<file path="src/sv/tesd_pkg.sv">
// Shared types, key codes and ground-state decode for the escape sequence decoder.
`default_nettype none
package tesd_pkg;

   localparam logic [2:0] KIND_KEY        = 3'd0;
   localparam logic [2:0] KIND_MOUSE_DOWN = 3'd1;
   localparam logic [2:0] KIND_MOUSE_UP   = 3'd2;
   localparam logic [2:0] KIND_WHEEL_UP   = 3'd3;
   localparam logic [2:0] KIND_WHEEL_DOWN = 3'd4;

   localparam logic [8:0] KEY_ENTER     = 9'd256;
   localparam logic [8:0] KEY_TAB       = 9'd257;
   localparam logic [8:0] KEY_BACKSPACE = 9'd258;
   localparam logic [8:0] KEY_ESCAPE    = 9'd259;
   localparam logic [8:0] KEY_UP        = 9'd260;
   localparam logic [8:0] KEY_DOWN      = 9'd261;
   localparam logic [8:0] KEY_RIGHT     = 9'd262;
   localparam logic [8:0] KEY_LEFT      = 9'd263;
   localparam logic [8:0] KEY_HOME      = 9'd264;
   localparam logic [8:0] KEY_END       = 9'd265;
   localparam logic [8:0] KEY_INSERT    = 9'd266;
   localparam logic [8:0] KEY_DELETE    = 9'd267;
   localparam logic [8:0] KEY_PAGE_UP   = 9'd268;
   localparam logic [8:0] KEY_PAGE_DOWN = 9'd269;
   localparam logic [8:0] KEY_F1        = 9'd270;
   localparam logic [8:0] KEY_F2        = 9'd271;
   localparam logic [8:0] KEY_F3        = 9'd272;
   localparam logic [8:0] KEY_F4        = 9'd273;

   localparam logic [7:0] CH_BEL   = 8'd7;
   localparam logic [7:0] CH_BS    = 8'd8;
   localparam logic [7:0] CH_TAB   = 8'd9;
   localparam logic [7:0] CH_LF    = 8'd10;
   localparam logic [7:0] CH_CR    = 8'd13;
   localparam logic [7:0] CH_ESC   = 8'd27;
   localparam logic [7:0] CH_SPACE = 8'd32;
   localparam logic [7:0] CH_DEL   = 8'd127;

   typedef struct packed {
      logic [2:0]  kind;
      logic [8:0]  key;
      logic [3:0]  mods;
      logic [1:0]  btn;
      logic [15:0] col;
      logic [15:0] row;
   } event_type;

   typedef struct packed {
      logic      hit;
      event_type ev;
      logic      to_esc;
      logic      set_cr;
   } ground_type;

   function automatic event_type key_event(input logic [8:0] key, input logic [3:0] mods);
      event_type e;
      e = '0;
      e.kind = KIND_KEY;
      e.key  = key;
      e.mods = mods;
      return e;
   endfunction

   function automatic logic is_text(input event_type e);
      return (e.kind == KIND_KEY) && (e.key != 9'd0) && (e.key < KEY_ENTER) && (e.mods == 4'd0);
   endfunction

   // Decode one byte in ground; pend is a CR just seen, lwt the text-run flag.
   function automatic ground_type ground_decode(input logic [7:0] c, input logic pend,
                                                input logic lwt);
      ground_type g;
      g = '0;
      if (c >= CH_SPACE && c != CH_DEL) begin
         g.hit = !lwt;
         g.ev  = key_event({1'b0, c}, 4'd0);
      end else if (c == CH_CR) begin
         g.hit    = 1'b1;
         g.set_cr = 1'b1;
         g.ev     = key_event(KEY_ENTER, 4'd0);
      end else if (c == CH_LF) begin
         g.hit = !pend;
         g.ev  = key_event(KEY_ENTER, 4'd0);
      end else if (c == CH_TAB) begin
         g.hit = 1'b1;
         g.ev  = key_event(KEY_TAB, 4'd0);
      end else if (c == CH_BS || c == CH_DEL) begin
         g.hit = 1'b1;
         g.ev  = key_event(KEY_BACKSPACE, 4'd0);
      end else if (c == CH_ESC) begin
         g.to_esc = 1'b1;
      end
      return g;
   endfunction

endpackage
`default_nettype wire

</file>
<file path="src/sv/terminal_escape_sequence_decoder_core.sv">
// Terminal escape sequence decoder: raw terminal bytes in, key and mouse events out.
//
// Request channel: req_valid / req_stall carry one raw byte per word (req_byte_in).
// A word is taken at a rising edge with req_valid high and req_stall low.
// Response channel: rsp_valid / rsp_stall carry one event per word; rsp_last_of_run
// marks the final event caused by a byte. A byte gives zero, one or two events.
// Each byte is decoded in the cycle it is taken: parser state updates at that
// edge and its events land in a four-word output queue, from which they are
// offered in order behind any older events. One byte is taken every cycle while
// the queue has room for two events; the queue depth sets that figure.
// When the receiver stalls, events wait in the queue and req_stall rises once
// fewer than two slots are free; no event is lost or repeated.
// Synchronous reset returns the parser to ground, clears the parameter count,
// the pending-CR and text-run flags, and empties the queue. Parameter values are
// not cleared: an entry is always written before it is read within a CSI.
`default_nettype none
module terminal_escape_sequence_decoder_core #(
   parameter int MAX_PARAMS = 8,
   parameter int PARAM_BITS = 16
) (
   input  wire logic        clock,
   input  wire logic        reset,
   input  wire logic        req_valid,
   output logic             req_stall,
   input  wire logic [7:0]  req_byte_in,
   output logic             rsp_valid,
   input  wire logic        rsp_stall,
   output logic [2:0]       rsp_event_kind,
   output logic [8:0]       rsp_key_code,
   output logic [3:0]       rsp_modifiers,
   output logic [1:0]       rsp_mouse_button,
   output logic [15:0]      rsp_mouse_col,
   output logic [15:0]      rsp_mouse_row,
   output logic             rsp_last_of_run
);

   localparam int CNT_W = $clog2(MAX_PARAMS + 1);
   localparam int IDX_W = $clog2(MAX_PARAMS);
   localparam logic [CNT_W-1:0] CNT_MAX = CNT_W'(MAX_PARAMS);
   localparam logic [PARAM_BITS+3:0] SAT_LIMIT = {4'd0, {PARAM_BITS{1'b1}}};
   localparam logic [PARAM_BITS-1:0] P_2  = PARAM_BITS'(2);
   localparam logic [PARAM_BITS-1:0] P_3  = PARAM_BITS'(3);
   localparam logic [PARAM_BITS-1:0] P_5  = PARAM_BITS'(5);
   localparam logic [PARAM_BITS-1:0] P_6  = PARAM_BITS'(6);
   localparam logic [PARAM_BITS-1:0] P_11 = PARAM_BITS'(11);
   localparam logic [PARAM_BITS-1:0] P_34 = PARAM_BITS'(34);
   localparam logic [PARAM_BITS-1:0] P_64 = PARAM_BITS'(64);

   typedef enum logic [2:0] {
      MODE_GROUND, MODE_ESC, MODE_CSI, MODE_SS3, MODE_STR, MODE_STR_ESC
   } mode_type;

   typedef struct packed {
      tesd_pkg::event_type ev;
      logic                last;
   } word_type;

   // parser state
   mode_type               mode_ff, mode_in;
   logic [PARAM_BITS-1:0]  pv_ff [MAX_PARAMS];
   logic [PARAM_BITS-1:0]  pv_wdata;
   logic                   pv_we;
   logic [CNT_W-1:0]       cnt_ff, cnt_in;
   logic                   digit_ff, digit_in;
   logic                   sgr_ff, sgr_in;
   logic                   cr_ff, cr_in;
   logic                   lwt_ff, lwt_in;

   // output queue
   word_type               q_ff [4];
   logic [1:0]             wr_ff, rd_ff;
   logic [2:0]             qcnt_ff;

   logic                   take, give;
   logic [IDX_W-1:0]       idx;
   logic                   cnt_lt;
   logic [PARAM_BITS-1:0]  cur, p0, p1, p2;
   logic [PARAM_BITS+3:0]  acc;
   logic [CNT_W-1:0]       n;
   tesd_pkg::ground_type   g;
   tesd_pkg::event_type    r0, r1, fin;
   logic                   r0_hit, r1_hit, fin_hit;
   logic [7:0]             c;
   logic [3:0]             mod_p1;

   function automatic logic [15:0] sat16(input logic [PARAM_BITS-1:0] v);
      logic [PARAM_BITS+15:0] w;
      w = {16'd0, v};
      if (w > (PARAM_BITS + 16)'(65535)) return 16'hFFFF;
      return w[15:0];
   endfunction

   assign take      = req_valid && !req_stall;
   assign give      = rsp_valid && !rsp_stall;
   assign req_stall = qcnt_ff > 3'd2;
   assign c         = req_byte_in;
   assign idx       = cnt_ff[IDX_W-1:0];
   assign cnt_lt    = cnt_ff < CNT_MAX;
   assign cur       = pv_ff[idx];

   // Saturating decimal accumulate for the open parameter.
   always_comb begin
      acc = ({4'd0, (digit_ff ? cur : '0)} << 3) + ({4'd0, (digit_ff ? cur : '0)} << 1)
            + (PARAM_BITS + 4)'(c - 8'h30);
   end

   // Parameters as seen after the closing push.
   always_comb begin
      n  = cnt_lt ? cnt_ff + CNT_W'(1) : cnt_ff;
      p0 = (cnt_lt && cnt_ff == CNT_W'(0) && !digit_ff) ? '0 : pv_ff[0];
      p1 = (cnt_lt && cnt_ff == CNT_W'(1) && !digit_ff) ? '0 : pv_ff[1];
      p2 = (cnt_lt && cnt_ff == CNT_W'(2) && !digit_ff) ? '0 : pv_ff[2];
      mod_p1 = (p1 >= P_2) ? (p1[3:0] - 4'd1) : 4'd0;
   end

   // Decode the CSI final byte.
   always_comb begin
      fin     = '0;
      fin_hit = 1'b0;
      if ((sgr_ff && n >= CNT_W'(3) && (c == "M" || c == "m")) ||
          (n >= CNT_W'(3) && p0 < P_64 && c == "M")) begin
         fin_hit = 1'b1;
         if (p0 >= P_64) fin.kind = p0[0] ? tesd_pkg::KIND_WHEEL_DOWN : tesd_pkg::KIND_WHEEL_UP;
         else fin.kind = (c == "m") ? tesd_pkg::KIND_MOUSE_UP : tesd_pkg::KIND_MOUSE_DOWN;
         fin.mods = {1'b0, p0[4], p0[3], p0[2]};
         fin.btn  = p0[1:0];
         fin.col  = sat16(p1);
         fin.row  = sat16(p2);
      end else if (c == "~") begin
         fin_hit = 1'b1;
         if (p0 == P_2) fin = tesd_pkg::key_event(tesd_pkg::KEY_INSERT, 4'd0);
         else if (p0 == P_3) fin = tesd_pkg::key_event(tesd_pkg::KEY_DELETE, 4'd0);
         else if (p0 == P_5) fin = tesd_pkg::key_event(tesd_pkg::KEY_PAGE_UP, 4'd0);
         else if (p0 == P_6) fin = tesd_pkg::key_event(tesd_pkg::KEY_PAGE_DOWN, 4'd0);
         else if (p0 >= P_11 && p0 <= P_34)
            fin = tesd_pkg::key_event(9'(p0[5:0]) + 9'd259, 4'd0);
         else fin_hit = 1'b0;
         fin.mods = (n >= CNT_W'(2)) ? mod_p1 : 4'd0;
      end else begin
         fin_hit = 1'b1;
         case (c)
            "A": fin = tesd_pkg::key_event(tesd_pkg::KEY_UP, 4'd0);
            "B": fin = tesd_pkg::key_event(tesd_pkg::KEY_DOWN, 4'd0);
            "C": fin = tesd_pkg::key_event(tesd_pkg::KEY_RIGHT, 4'd0);
            "D": fin = tesd_pkg::key_event(tesd_pkg::KEY_LEFT, 4'd0);
            "H": fin = tesd_pkg::key_event(tesd_pkg::KEY_HOME, 4'd0);
            "F": fin = tesd_pkg::key_event(tesd_pkg::KEY_END, 4'd0);
            "Z": fin = tesd_pkg::key_event(tesd_pkg::KEY_TAB, 4'd0);
            default: fin_hit = 1'b0;
         endcase
         if (n >= CNT_W'(2) && c >= "A" && c <= "D") fin.mods = mod_p1;
      end
   end

   // Main byte decode: next state and up to two events.
   always_comb begin
      mode_in  = mode_ff;
      cnt_in   = cnt_ff;
      digit_in = digit_ff;
      sgr_in   = sgr_ff;
      cr_in    = 1'b0;
      pv_we    = 1'b0;
      pv_wdata = acc > SAT_LIMIT ? {PARAM_BITS{1'b1}} : acc[PARAM_BITS-1:0];
      r0       = '0;
      r1       = '0;
      r0_hit   = 1'b0;
      r1_hit   = 1'b0;
      g        = tesd_pkg::ground_decode(c, cr_ff, lwt_ff);
      unique case (mode_ff)
         MODE_ESC: begin
            mode_in = MODE_GROUND;
            if (c == tesd_pkg::CH_ESC) begin
               r0_hit = 1'b1;
               r0     = tesd_pkg::key_event(tesd_pkg::KEY_ESCAPE, 4'd0);
            end else if (c == "[") begin
               mode_in  = MODE_CSI;
               cnt_in   = '0;
               digit_in = 1'b0;
               sgr_in   = 1'b0;
            end else if (c == "O") begin
               mode_in = MODE_SS3;
            end else if (c == "]" || c == "P" || c == "X" || c == "^" || c == "_") begin
               mode_in = MODE_STR;
            end else begin
               // escape key first, then the byte as in ground with no run or CR
               g      = tesd_pkg::ground_decode(c, 1'b0, 1'b0);
               r0_hit = 1'b1;
               r0     = tesd_pkg::key_event(tesd_pkg::KEY_ESCAPE, 4'd0);
               r1_hit = g.hit;
               r1     = g.ev;
               cr_in  = g.set_cr;
               if (g.to_esc) mode_in = MODE_ESC;
            end
         end
         MODE_CSI: begin
            if (c >= "0" && c <= "9") begin
               if (cnt_lt) begin
                  pv_we    = 1'b1;
                  digit_in = 1'b1;
               end
            end else if (c == ";" ||
                         !(c == "<" && cnt_ff == '0 && !digit_ff && !sgr_ff)) begin
               // push the open parameter; an empty one reads as zero
               pv_wdata = '0;
               pv_we    = cnt_lt && !digit_ff;
               cnt_in   = n;
               digit_in = 1'b0;
               if (c != ";") begin
                  mode_in = MODE_GROUND;
                  r0_hit  = fin_hit;
                  r0      = fin;
               end
            end else begin
               sgr_in = 1'b1;
            end
         end
         MODE_SS3: begin
            mode_in = MODE_GROUND;
            r0_hit  = 1'b1;
            case (c)
               "P": r0 = tesd_pkg::key_event(tesd_pkg::KEY_F1, 4'd0);
               "Q": r0 = tesd_pkg::key_event(tesd_pkg::KEY_F2, 4'd0);
               "R": r0 = tesd_pkg::key_event(tesd_pkg::KEY_F3, 4'd0);
               "S": r0 = tesd_pkg::key_event(tesd_pkg::KEY_F4, 4'd0);
               "A": r0 = tesd_pkg::key_event(tesd_pkg::KEY_UP, 4'd0);
               "B": r0 = tesd_pkg::key_event(tesd_pkg::KEY_DOWN, 4'd0);
               "C": r0 = tesd_pkg::key_event(tesd_pkg::KEY_RIGHT, 4'd0);
               "D": r0 = tesd_pkg::key_event(tesd_pkg::KEY_LEFT, 4'd0);
               "H": r0 = tesd_pkg::key_event(tesd_pkg::KEY_HOME, 4'd0);
               "F": r0 = tesd_pkg::key_event(tesd_pkg::KEY_END, 4'd0);
               default: r0_hit = 1'b0;
            endcase
         end
         MODE_STR, MODE_STR_ESC: begin
            if (mode_ff == MODE_STR_ESC && c == "\\") mode_in = MODE_GROUND;
            else if (c == tesd_pkg::CH_ESC) mode_in = MODE_STR_ESC;
            else if (c == tesd_pkg::CH_BEL) mode_in = MODE_GROUND;
            else mode_in = MODE_STR;
         end
         default: begin
            mode_in = MODE_GROUND;
            r0_hit  = g.hit;
            r0      = g.ev;
            cr_in   = g.set_cr;
            if (g.to_esc) mode_in = MODE_ESC;
         end
      endcase
      // text-run flag follows the last event emitted; hold it otherwise
      if (r1_hit) lwt_in = tesd_pkg::is_text(r1);
      else if (r0_hit) lwt_in = tesd_pkg::is_text(r0);
      else lwt_in = lwt_ff;
   end

   // Parser state and parameter store.
   always_ff @(posedge clock) begin
      if (reset) begin
         mode_ff  <= MODE_GROUND;
         cnt_ff   <= '0;
         digit_ff <= 1'b0;
         sgr_ff   <= 1'b0;
         cr_ff    <= 1'b0;
         lwt_ff   <= 1'b0;
      end else if (take) begin
         mode_ff  <= mode_in;
         cnt_ff   <= cnt_in;
         digit_ff <= digit_in;
         sgr_ff   <= sgr_in;
         cr_ff    <= cr_in;
         lwt_ff   <= lwt_in;
      end
      if (take && pv_we) pv_ff[idx] <= pv_wdata;
   end

   // Output queue: push up to two words, pop one.
   always_ff @(posedge clock) begin
      if (reset) begin
         wr_ff   <= '0;
         rd_ff   <= '0;
         qcnt_ff <= '0;
      end else begin
         wr_ff   <= wr_ff + 2'((take && r0_hit) ? 1 : 0) + 2'((take && r1_hit) ? 1 : 0);
         rd_ff   <= rd_ff + 2'(give ? 1 : 0);
         qcnt_ff <= qcnt_ff + 3'((take && r0_hit) ? 1 : 0) + 3'((take && r1_hit) ? 1 : 0)
                    - 3'(give ? 1 : 0);
      end
      if (take && r0_hit) q_ff[wr_ff] <= '{ev: r0, last: !r1_hit};
      if (take && r1_hit) q_ff[wr_ff + 2'd1] <= '{ev: r1, last: 1'b1};
   end

   assign rsp_valid        = qcnt_ff != 3'd0;
   assign rsp_event_kind   = q_ff[rd_ff].ev.kind;
   assign rsp_key_code     = q_ff[rd_ff].ev.key;
   assign rsp_modifiers    = q_ff[rd_ff].ev.mods;
   assign rsp_mouse_button = q_ff[rd_ff].ev.btn;
   assign rsp_mouse_col    = q_ff[rd_ff].ev.col;
   assign rsp_mouse_row    = q_ff[rd_ff].ev.row;
   assign rsp_last_of_run  = q_ff[rd_ff].last;

   a_queue_bound: assert property (@(posedge clock) disable iff (reset)
      qcnt_ff <= 3'd4) else $error("output queue overflow");
   a_queue_track: assert property (@(posedge clock) disable iff (reset)
      qcnt_ff[1:0] == 2'(wr_ff - rd_ff)) else $error("queue pointers disagree with fill");
   a_second_last: assert property (@(posedge clock) disable iff (reset)
      (take && r1_hit) |-> r0_hit) else $error("second event without a first");
   a_param_bound: assert property (@(posedge clock) disable iff (reset)
      cnt_ff <= CNT_MAX) else $error("parameter count beyond limit");

endmodule
`default_nettype wire

</file>
<file path="config.mk">
export PLATFORM = sky130hd
export DESIGN_NAME = terminal_escape_sequence_decoder_core
export DESIGN_NICKNAME = d
export VERILOG_FILES = /design/src/sv/tesd_pkg.sv /design/src/sv/terminal_escape_sequence_decoder_core.sv
export SDC_FILE = /design/constraint.sdc
export NUM_CORES = 1
export LEC_CHECK = 0
export BUFFER_PORTS_ARGS = -buffer_cell sky130_fd_sc_hd__buf_2
export CORE_MARGIN = 2
export CORE_UTILIZATION = 64
export CTS_BUF_LIST = sky130_fd_sc_hd__clkbuf_8
export CTS_CLUSTER_DIAMETER = 150
export CTS_CLUSTER_SIZE = 25
export DETAILED_ROUTE_END_ITERATION = 7
export PLACE_DENSITY = 0.86
export SKIP_LAST_GASP = 1
export SLEW_MARGIN = 30
export SYNTH_ARGS = -nofsm -noshare
export SYNTH_HDL_FRONTEND = slang
export SYNTH_SLANG_ARGS = --single-unit
</file>
<file path="constraint.sdc">
create_clock -name clock -period 6.4 [get_ports clock]
set_input_delay 0.96 -clock clock [delete_from_list [all_inputs] [get_ports clock]]
set_output_delay 0.96 -clock clock [all_outputs]
set_load 0.01 [all_outputs]
</file>
==> impl_metrics.tcl <==
set metrics [dict create \
    syn2layout_area_growth_pct 5.34 \
    relSlewSlack_pct 33.1 \
    path_clk_slew_ns 0.17 \
    htreeDepth 1 \
    syn_avg_cell_area_sq_um 11.2 \
    internal-power_w 0.00301 \
    ys.flop_type "dfxtp_1" \
    ys_async_sr_fraction_pct 0 \
    endpoint_kind "flop" \
    syn_nets 1598 \
    nets 1593 \
    fill_cells 1822 \
    hpwl_mm 30.5 \
    postSynthCellCount 1531 \
    fin_crit_ns 5.53 \
    drc 0 \
    cts_hold_buf 0 \
    die_width_microns 168 \
    hold_start "q_ff[3][3]" \
    rsz0062_at_grt "false" \
    grt_overflow 0 \
    p_comb_share_pct 18.3 \
    synth_edf_count 164 \
    io_pins 65 \
    start_util_pct 65.5 \
    r2r_cells 17 \
    place_congestion 1.00 \
    drtIter0Drc 1772 \
    wirelength_mm 43.9 \
    cp.required_ns 6.70 \
    hold_viol 0 \
    grt_pass1_vias 12612 \
    syn_area_sq_um 17200 \
    die_h_microns 168 \
    yosysWarnings 0 \
    holdPathEnd "q_ff[3][3]" \
    start_kind "flop" \
    tightest_slew_ns 1.00 \
    arrival_ns 5.83 \
    insertion_delay_ns 0.59 \
    final_max_slew_viol_count 0 \
    avgRoutedWirePerCell_microns 23.5 \
    p_clk_share_pct 22.9 \
    max_freq_ghz 0.181 \
    path_class "reg -> reg" \
    reg2reg_to "pv_ff[2][11]" \
    ys_seq_elements 353 \
    via_per_inst 6.96 \
    holdPathStages 2 \
    synth_cell_types 92 \
    cts_setup_buffers 0 \
    numCtsBuffers 18 \
    cts_sinks 353 \
    antenna_cells 0 \
    ant_nets 0 \
    post_cts_resized 0 \
    die_area_sq_um 28100 \
    row_count 59 \
    core_sq_um 26200 \
    finalCritPeriodShare_pct 86.4 \
    total_leakage_power_nw 6.06 \
    cts_tree "done" \
    ys_seq_area_share_pct 50.7 \
    setup_viol 0 \
    critPathMaxFanout 16 \
    maxCapViolations 0 \
    gr-usage-all-layers_pct 31.3 \
    sw_frac_of_total_pct 29.5 \
    vias 13036 \
    firstDrtPassIters 6 \
    hp-class "reg -> reg" \
    switching_power_w 0.00126 \
    tns_ns 0 \
    ff2ff_setup_slack_ns 0.87 \
    p_per_area_nw_per_um2 236 \
    antenna_found_initial 0 \
    cts_buffer_depth 3 \
    status "complete, no violations" \
    p_seq_share_pct 58.8 \
    peakVddDrop_v 0.000155 \
    finalPower_w 0.00426 \
    drive_gt1_share_pct 16.1 \
    grt_pass1_wl_mm 69.4 \
    grt_max_degree 92 \
    clock_skew_ns 0.0560 \
    ctsRootBufferMaster "clkbuf_8" \
    portBuffers 64 \
]
==> registers in the layout, indices dropped and copies added (netlist names), 2 cells and up, named ones only <==
register / flops
wr_ff: 2
cnt_ff: 4
mode_ff: 3
q_ff: 204
qcnt_ff: 3
pv_ff: 128
rd_ff: 2
==> layout make-up <==
class / count / area [sq um] / share of cell area [%]
flip-flops and latches: 353 / 8710 / 48.2
well taps: 335 / 419 / 2.32
clock buffers: 19 / 262 / 1.45
repair buffers: 93 / 568 / 3.14
inverters: 36 / 135 / 0.748
multi-input cells: 1024 / 7910 / 43.7
clock inverters: 12 / 71.3 / 0.395
==> per-stage QoR <==
step           setup slack [ns]  instances  hold WS (ns)  util [%]  cell area, sq um
2_1_floorplan              1.21       1531         0.435         -             17200
3_3_place_gp              0.846       1836         0.443      67.4             17700
3_5_place_dp              0.657       1840         0.452      67.7             17700
4_1_cts                   0.937       1871         0.470      68.9             18100
5_1_grt                   0.507       1872         0.493      69.0             18100
6_report                  0.871       1872         0.469      69.0             18100
==> critical path: stages, from the launching register on <==
cell and delay [ns]:
dfxtp_1 1.02, buf_4 0.32, mux4_2 0.31, mux2_2 0.30, and2_1 0.20, inv_1 0.09, fa_1 0.38, inv_1 0.08
ha_1 0.26, o21ai_0 0.14, o21a_1 0.20, o21ai_1 0.19, a2111oi_1 0.46, mux2i_1 0.20, a2111oi_2 0.47, nand2_1 0.12
buf_4 0.21, o21a_1 0.28
==> cells in the mapped netlist, types with 18 or more instances <==
| cell | count | area [sq um] |
|---|---|---|
| o21a_1 | 26 | 195 |
| o22ai_1 | 38 | 238 |
| nand2_1 | 97 | 364 |
| ha_1 | 37 | 463 |
| nor2_1 | 53 | 199 |
| o21ai_0 | 174 | 871 |
| buf_2 | 43 | 215 |
| inv_1 | 35 | 131 |
| a21oi_1 | 38 | 190 |
| fa_1 | 18 | 360 |
| mux4_2 | 83 | 1870 |
| dfxtp_1 | 189 | 3780 |
| nand3_1 | 183 | 916 |
| edfxtp_1 | 164 | 4920 |
| nor3_1 | 24 | 120 |
| nor2b_1 | 26 | 163 |
| clkbuf_1 | 58 | 218 |
==> kinds of logic after synthesis <==
family / count (synthesis) / synth area share, %
and+or+nand+nor: 477 / 14.4
AOI/OAI and AO/OA: 368 / 13.1
DFF: 353 / 50.7
buffers and inverters: 154 / 3.82
muxes: 103 / 12.1
adders and majority gates: 55 / 4.80
xor gates and xnor gates: 21 / 1.07
==> per-layer routing <==
metal / wire length (microns) / up-vias / global-route usage [%] / part of all wire [%]
met5: 0 / - / 0 / 0
met4: 956 / 0 / 8.32 / 2.2
met3: 4470 / 80 / 4.99 / 10
met2: 21200 / 762 / 51.3 / 48
met1: 17300 / 6417 / 43.9 / 39
li1: - / 5777 / - / -
==> power by group through the flow <==
stage	sequential, W	clock [W]	combinational, W
finish	0.00251	0.000974	0.000781
global route	0.00252	0.00105	0.000845
CTS	0.00251	0.000975	0.000771
detailed placement	0.00256	0	0.000768
global placement	0.00255	0	0.000747
floorplan	0.00251	0	0.000603
==> worst max path at each step <==
stage / endpoint / depth (start not counted) / startpoint / slack [ns]
after global placement: pv_ff[1][4] / 15 / req_byte_in[4] / 0.85
final: pv_ff[2][11] / 17 / flop / 0.87
after CTS: pv_ff[4][15] / 14 / flop / 0.94
after floorplan: pv_ff[0][10] / 17 / flop / 1.21
after detailed placement: pv_ff[1][7] / 15 / req_byte_in[4] / 0.66
after global routing: pv_ff[4][15] / 15 / flop / 0.51
==> placed cells by master, fill, tap and decap left out, types with 5 or more instances in the layout <==
master,instances
and2_1,13
nand4_1,11
xor2_1,8
xnor2_1,13
o211ai_1,5
o22ai_1,38
clkbuf_8,19
nand2_1,94
a21o_1,6
nor2_1,52
nor3_1,21
o21ai_0,173
nand2b_1,8
a21oi_1,37
buf_4,25
o21a_1,26
mux2_2,8
or3_1,7
a211o_1,5
mux2i_1,12
buf_2,64
nand3_1,180
a31oi_1,7
a211oi_1,6
edfxtp_1,164
nor2b_1,26
inv_1,46
nand3b_1,5
nor4_1,10
fa_1,18
o21ai_1,18
mux4_2,83
dfxtp_1,186
ha_1,37
Power figures use the tool's default switching activity.
